--- src/design/neh_pkg.sv ---
// Shared types, constants and round functions for the nonce edge hash block.
// Used by neh_sip_pipe, neh_node_pipe and nonce_edge_hash; depends on nothing.
package neh_pkg;

    localparam int HASH_W     = 64;
    localparam int NONCE_W    = 32;
    localparam int U_W        = 20;
    localparam int V_W        = 21;
    localparam int CFG_IDX_W  = 2;
    localparam int CFG_DATA_W = 64;

    localparam logic [CFG_IDX_W-1:0] REG_KEY_LOW  = 2'd0;
    localparam logic [CFG_IDX_W-1:0] REG_KEY_HIGH = 2'd1;

    localparam logic [HASH_W-1:0] SIP_C0 = 64'h736f6d6570736575;
    localparam logic [HASH_W-1:0] SIP_C1 = 64'h646f72616e646f6d;
    localparam logic [HASH_W-1:0] SIP_C2 = 64'h6c7967656e657261;
    localparam logic [HASH_W-1:0] SIP_C3 = 64'h7465646279746573;
    localparam logic [HASH_W-1:0] SIP_FINAL_XOR = 64'h00000000000000ff;
    localparam logic [7:0]        MSG_LEN_BYTE  = 8'd4;

    // Each SipHash round is split into two half rounds, one per stage.
    localparam int COMP_HALVES = 4;
    localparam int SIP_HALVES  = 12;

    // Hash bits consumed per stage by the modular reduction.
    localparam int DIGIT_W = 2;

    typedef struct packed {
        logic [HASH_W-1:0] v0;
        logic [HASH_W-1:0] v1;
        logic [HASH_W-1:0] v2;
        logic [HASH_W-1:0] v3;
    } sip_state_t;

    typedef struct packed {
        logic advance;
        logic valid;
    } pipe_ctrl_t;

    typedef struct packed {
        logic [HASH_W-1:0] hash_value;
        logic [U_W-1:0]    u_node;
        logic [V_W-1:0]    v_node;
    } result_t;

    function automatic logic [HASH_W-1:0] rotl64(input logic [HASH_W-1:0] x,
                                                 input int unsigned b);
        return (x << b) | (x >> (HASH_W - b));
    endfunction

    function automatic logic [HASH_W-1:0] msg_block(input logic [NONCE_W-1:0] nonce);
        return {MSG_LEN_BYTE, {(HASH_W - NONCE_W - 8){1'b0}}, nonce};
    endfunction

    function automatic sip_state_t sip_half_a(input sip_state_t s);
        sip_state_t r;
        r = s;
        r.v0 = r.v0 + r.v1;
        r.v1 = rotl64(r.v1, 13) ^ r.v0;
        r.v0 = rotl64(r.v0, 32);
        r.v2 = r.v2 + r.v3;
        r.v3 = rotl64(r.v3, 16) ^ r.v2;
        return r;
    endfunction

    function automatic sip_state_t sip_half_b(input sip_state_t s);
        sip_state_t r;
        r = s;
        r.v0 = r.v0 + r.v3;
        r.v3 = rotl64(r.v3, 21) ^ r.v0;
        r.v2 = r.v2 + r.v1;
        r.v1 = rotl64(r.v1, 17) ^ r.v2;
        r.v2 = rotl64(r.v2, 32);
        return r;
    endfunction

endpackage

--- src/design/neh_node_pipe.sv ---
// Pipelined reduction of the hash modulo both partition sizes, a few bits per stage.
// Depends on neh_pkg for the control type and the digit width.
module neh_node_pipe #(
    parameter logic [63:0] PART_U  = 64'd524289,
    parameter logic [63:0] PART_V  = 64'd524287,
    parameter int          REM_U_W = 20,
    parameter int          REM_V_W = 19
) (
    input  logic                         aclk,
    input  logic                         aresetn,
    input  neh_pkg::pipe_ctrl_t          ctrl_in,
    input  logic [neh_pkg::HASH_W-1:0]   hash_in,
    output logic [neh_pkg::HASH_W-1:0]   hash_out,
    output logic [REM_U_W-1:0]           rem_u,
    output logic [REM_V_W-1:0]           rem_v,
    output logic                         node_valid
);
    import neh_pkg::*;

    localparam int STAGES = HASH_W / DIGIT_W;
    localparam logic [REM_U_W:0] MOD_U = PART_U[REM_U_W:0];
    localparam logic [REM_V_W:0] MOD_V = PART_V[REM_V_W:0];

    logic [HASH_W-1:0]   hash_reg   [STAGES];
    logic [HASH_W-1:0]   hash_next  [STAGES];
    logic [REM_U_W-1:0]  ru_reg     [STAGES];
    logic [REM_U_W-1:0]  ru_next    [STAGES];
    logic [REM_V_W-1:0]  rv_reg     [STAGES];
    logic [REM_V_W-1:0]  rv_next    [STAGES];
    logic [STAGES-1:0]   valid_reg;
    logic [STAGES-1:0]   valid_next;

    function automatic logic [REM_U_W-1:0] reduce_u(input logic [REM_U_W-1:0] r,
                                                     input logic [DIGIT_W-1:0] d);
        logic [REM_U_W:0]   t;
        logic [REM_U_W-1:0] acc;
        acc = r;
        for (int k = 0; k < DIGIT_W; k++) begin
            t = {acc, d[DIGIT_W-1-k]};
            if (t >= MOD_U) begin
                t = t - MOD_U;
            end
            acc = t[REM_U_W-1:0];
        end
        return acc;
    endfunction

    function automatic logic [REM_V_W-1:0] reduce_v(input logic [REM_V_W-1:0] r,
                                                     input logic [DIGIT_W-1:0] d);
        logic [REM_V_W:0]   t;
        logic [REM_V_W-1:0] acc;
        acc = r;
        for (int k = 0; k < DIGIT_W; k++) begin
            t = {acc, d[DIGIT_W-1-k]};
            if (t >= MOD_V) begin
                t = t - MOD_V;
            end
            acc = t[REM_V_W-1:0];
        end
        return acc;
    endfunction

    always_comb begin
        logic [HASH_W-1:0]  h;
        logic [REM_U_W-1:0] ru;
        logic [REM_V_W-1:0] rv;
        for (int i = 0; i < STAGES; i++) begin
            if (i == 0) begin
                h  = hash_in;
                ru = '0;
                rv = '0;
            end else begin
                h  = hash_reg[i-1];
                ru = ru_reg[i-1];
                rv = rv_reg[i-1];
            end
            hash_next[i] = h;
            ru_next[i]   = reduce_u(ru, h[HASH_W-1-i*DIGIT_W -: DIGIT_W]);
            rv_next[i]   = reduce_v(rv, h[HASH_W-1-i*DIGIT_W -: DIGIT_W]);
        end
        valid_next = {valid_reg[STAGES-2:0], ctrl_in.valid};
    end

    always_ff @(posedge aclk) begin
        if (ctrl_in.advance) begin
            for (int i = 0; i < STAGES; i++) begin
                hash_reg[i] <= hash_next[i];
                ru_reg[i]   <= ru_next[i];
                rv_reg[i]   <= rv_next[i];
            end
        end
    end

    always_ff @(posedge aclk) begin
        if (!aresetn) begin
            valid_reg <= '0;
        end else if (ctrl_in.advance) begin
            valid_reg <= valid_next;
        end
    end

    assign hash_out   = hash_reg[STAGES-1];
    assign rem_u      = ru_reg[STAGES-1];
    assign rem_v      = rv_reg[STAGES-1];
    assign node_valid = valid_reg[STAGES-1];

endmodule
--- config.mk ---
export PLATFORM = sky130hd
export DESIGN_NAME = neh_node_pipe
export DESIGN_NICKNAME = d
export VERILOG_FILES = /design/src/design/neh_pkg.sv /design/src/design/neh_node_pipe.sv
export SDC_FILE = /design/constraint.sdc
export NUM_CORES = 2
export LEC_CHECK = 0
export BUFFER_PORTS_ARGS = -buffer_cell sky130_fd_sc_hd__buf_2
export CORE_MARGIN = 3
export CORE_UTILIZATION = 45
export DETAILED_ROUTE_END_ITERATION = 10
export SYNTH_ARGS = -nofsm -noshare
export SYNTH_HDL_FRONTEND = slang
export SYNTH_SLANG_ARGS = --single-unit
--- constraint.sdc ---
create_clock -name aclk -period 4.9 [get_ports aclk]
set_clock_uncertainty 0.1 [all_clocks]
set_input_delay 0.49 -clock aclk [delete_from_list [all_inputs] [get_ports aclk]]
set_output_delay 0.49 -clock aclk [all_outputs]
set_load 0.1 [all_outputs]
# == After elaboration in Yosys (flattened, before gate mapping) ==
# Memories as Yosys holds them, arrays and structs flattened.
# Index checks and enable logic that the tools add are counted.
# totals
reg_bits,32
ramBits,3296
inputBits,68
word_cells,390
mem_count,3
# mem_list
memory,depth,word_bits,rd,rd_ports_with_merged_regs,wr,line_no,source
hash_reg,32,64,32,0,32,neh_node_pipe.sv:24,logic [HASH_W-1:0] hash_reg [STAGES];
ru_reg,32,20,32,0,32,neh_node_pipe.sv:26,logic [REM_U_W-1:0] ru_reg [STAGES];
rv_reg,32,19,32,0,32,neh_node_pipe.sv:28,logic [REM_V_W-1:0] rv_reg [STAGES];
# op_classes
n_addsub,128
n_lt_le_gt_ge,128
n_mux,130
# op_table
cell,count
greater-or-equal comparator 21 x 20 -> 1 bit (second input constant),63
two-way mux 20 bit,64
greater-or-equal comparator 20 x 19 -> 1 bit (second input constant),63
subtractor 20 bit (second input constant),63
two-way mux 19 bit,64
subtractor 19 bit (second input constant),63
greater-or-equal comparator 1 x 20 -> 1 bit (second input constant),1
subtractor 1 x 20 -> 20 bit (second input constant),1
greater-or-equal comparator 1 x 19 -> 1 bit (second input constant),1
subtractor 1 x 19 -> 19 bit (second input constant),1
two-way mux 1 bit,2

# == Longest topological paths before layout ==
# An unclocked memory read counts as a cell.
# logic_depth
word_depth,5
depth_mapped,18

# == Worst setup path after synthesis ==
# Ideal clock, no wire load.
# synth_timing
kind,reg2reg
start,"memory rv_reg[24][0], in the netlist rv_reg[1][152]"
end,"memory rv_reg[25][15], in the netlist rv_reg[1][186], data pin"
setup_ns,0.266
t_arrival_ns,4.047
t_required_ns,4.534
path_slack_ns,0.488
stages_incl_launch_ff,17
n_path_buf,2
period_less_slack_ns,4.412
cell_sequence,edfxtp_1 ha_1 buf_1 nand2_1 nor3_1 a21oi_1 clkbuf_1 xnor2_1 ha_1 inv_1 a211o_1 or4b_1 nor4_2 a21oi_1 nor3_1 nand2_1 xnor2_1
# synth_lines
element,line_no
from (decl),neh_node_pipe.sv:28

==> out/metrics.yaml <==
detailed_routing:
  drc: 0
  routed-wl-met3_mm: 11.6
  wl_met2_mm: 135
  drtIter0Drc: 6973
  ant_nets: 0
  dr_total_vias: 85900
  top_layer_used: "met4"
  totalWireLength_mm: 279
  wl_met1_mm: 126
  post_drt_wl_per_cell_um: 18.0
  dr.pass1.iters: 6
  vias_per_cell: 5.55
hold_path:
  holdPathStages: 1
  hold_path_class: "input port to flop"
  holdPathEnd: "ru_reg[0][306]"
  min-delay-start: "ctrl_in[1]"
die:
  num_io_pins: 172
  die_y_um: 560
  rows: 202
  start_util: 0.455
  core_sq_um: 304000
  die-area_sq_um: 314000
  die_x_um: 560
setup_path:
  cp_max_fo: 9
  worstPathArrival_ns: 5.21
  worst_r2r_endpoint: "ru_reg[1][248]"
  cp.required_ns: 5.42
  crit_type: "flop to flop"
  crit_start: "ru_reg[1][223]"
  cp-start-kind: "flop"
  r2r_start: "ru_reg[1][223]"
  reg2regPathDepth: 11
  worst_setup_path_end_kind: "flop"
  reg2reg_slack_ns: 0.21
synth:
  netlist_area_sq_um: 138000
  ys_warn_count: 0
  synth_seq_cells: 2977
  synth_cell_type_count: 137
  avgSynthCellArea_sq_um: 13.0
  seq_area_frac_synth: 0.644
  syn_nets: 10900
  async_flop_share: 0
  synth-edff-count: 2945
  ys.flop_type: "edfxtp_1"
  synthCells: 10700
timing:
  slew_headroom: 0.334
  worst_slew_pin_slew_ns: 0.999
  final.min_clock_period_ns: 4.69
  finalSetupViolCount: 0
  hold_viol_final: 0
  slew_viol_final: 0
  fin_hold_ws_ns: 0.159
  finalCritPeriodShare: 0.957
  max_clock_freq_ghz: 0.213
  grt_setup_unrepaired: "true"
  worst_slack_ns: 0.210
clock_network:
  cts_tree: "built"
  cts_sinks: 2977
  htree_levels: 5
  path_clk_slew_ns: 0.06
  clock-root-buffer: "clkbuf_16"
  cts_buffers: 321
  clk_latency_ns: 0.89
  clockBufferDepth: 4
pwr:
  p_clk_frac: 0.396
  pwr-share-comb: 0.080
  total_power_w: 0.0597
  switching_share: 0.240
  p_seq_frac: 0.524
  leakagePower_nw: 51.6
  powerDensity_nw_per_um2: 382
  power.switching_w: 0.0143
  ir_drop_mv: 0.366
  intPower_w: 0.0454
place:
  numPortBuffers: 171
  placed_cells: 14800
  pre_cts_slack_ns: 0.101
  placed_area_sq_um: 145000
  place.gp.congestion: 0.876
  dp_hpwl_mm: 195
cells_and_area:
  fin_area_sq_um: 156000
  drive_above_1_share: 0.108
  most-common-layout-cells: "edfxtp_1, xnor2_1, nand2_1, nor2_1, xor2_1"
  layout_commonest_cell: "edfxtp_1"
  largest_reg_flops: 2048
  final_nets: 11400
  syn2layout_area_growth_pct: 13.1
  instances_no_fill: 15500
outcome:
  status: "finished, final reports clean"
grt:
  overflow: 0
  grt_first_pass_wirelength_mm: 453
  grt_pass1_vias: 83800
  grt_max_degree: 159
  track_usage: 0.173
  antenna_found_initial: 3
job:
  cap_violations: 0
==> worst max path at each step <==
| stage | end | cells past startpoint |
|---|---|---|
| finish | ru_reg[1][248] | 11 |
| global route | ru_reg[1][247] | 11 |
| CTS | ru_reg[0][290] | 11 |
| detailed placement | ru_reg[0][290] | 11 |
| global placement | ru_reg[0][290] | 11 |
| floorplan | rv_reg[1][186] | 16 |
==> stage by stage <==
| step | util | TNS [ns] |
|---|---|---|
| 2_1_floorplan | - | 0 |
| 3_3_place_gp | 0.477 | 0 |
| 3_5_place_dp | 0.477 | 0 |
| 4_1_cts | 0.513 | 0 |
| 5_1_grt | 0.514 | -0.00115 |
| 6_report | 0.514 | 0 |
==> logic make-up (layout without fill, tap and decap cells) <==
family / count (synthesis) / after routing / share of synthesized area
AO/OA/AOI/OAI: 1626 / 1626 / 0.0824
buffers and inverters: 604 / 1344 / 0.0181
AND/OR/NAND/NOR: 3878 / 3878 / 0.150
multiplexers: 147 / 147 / 0.0110
adder cells (fa/ha/maj): 138 / 138 / 0.0125
other: 0 / 1 / 0
XOR/XNOR: 1298 / 1298 / 0.0823
flip-flops: 2977 / 2977 / 0.644
==> critical path, cell delays in order, from the launching register on <==
cell and delay [ns]:
edfxtp_1 0.52, or4_1 0.61, or4_1 0.56, o21bai_2 0.37
o21ai_0 0.21, a211o_1 0.37, a211oi_1 0.38, nand3_1 0.21
a41o_1 0.35, a211oi_2 0.33, a41oi_1 0.19, or2_1 0.25
==> Yosys cell counts (42+ instances only) <==
cell | n | area share
edfxtp_1 | 2945 | 0.64
xnor2_1 | 869 | 0.055
nand2_1 | 784 | 0.021
nor2_1 | 777 | 0.021
xor2_1 | 428 | 0.027
nand3_1 | 398 | 0.014
o21ai_0 | 359 | 0.013
nor3_1 | 346 | 0.013
a21oi_1 | 270 | 0.0098
clkbuf_1 | 255 | 0.0069
inv_1 | 250 | 0.0068
nor4_1 | 175 | 0.0079
nand4_1 | 173 | 0.0078
and3_1 | 141 | 0.0064
ha_1 | 138 | 0.012
or3_1 | 130 | 0.0059
nor2b_1 | 118 | 0.0053
mux2i_1 | 109 | 0.0079
and2_1 | 105 | 0.0047
a31oi_1 | 103 | 0.0047
or2_2 | 102 | 0.0046
nand2b_1 | 100 | 0.0045
or4_1 | 89 | 0.0048
o211ai_1 | 82 | 0.0045
nor3b_1 | 79 | 0.0043
and4_1 | 68 | 0.0043
a211oi_1 | 65 | 0.0035
o31ai_1 | 65 | 0.0035
nand3b_1 | 61 | 0.0033
nand4b_1 | 53 | 0.0034
a21o_1 | 51 | 0.0028
o22ai_1 | 48 | 0.0022
nor4b_1 | 43 | 0.0027
o21a_1 | 42 | 0.0023
==> routing by layer <==
metal	vias to the layer above	track usage
li1	41600	-
met1	42000	0.240
met2	1920	0.289
met3	444	0.0218
met4	0	0.0429
met5	-	0
==> area by class of cell <==
class	instances	area, sq um
Inverter	250	938
Multi-Input combinational cell	7087	46900
Antenna cell	1	2.50
Clock inverter	194	2140
Timing Repair Buffer	507	3840
Clock buffer	393	8360
Sequential cell	2977	89100
Tap cell	4080	5100
Fill cell	25900	148000
==> power groups by stage <==
stage	Sequential (W)	Combinational (W)	Clock, W
3_3_place_gp	0.0318	0.00464	0
4_1_cts	0.0313	0.00476	0.0246
6_report	0.0313	0.00475	0.0237
5_1_grt	0.0315	0.00524	0.0256
2_1_floorplan	0.0313	0.00324	0
3_5_place_dp	0.0318	0.00469	0
==> what timing repair did <==
item	CTS	global route
setup endpoints to repair	0	91
setup buffers	0	0
gates resized for setup	0	35
hold endpoints to repair	96	0
hold buffers	67	0
(Power assumes the default switching activity.)
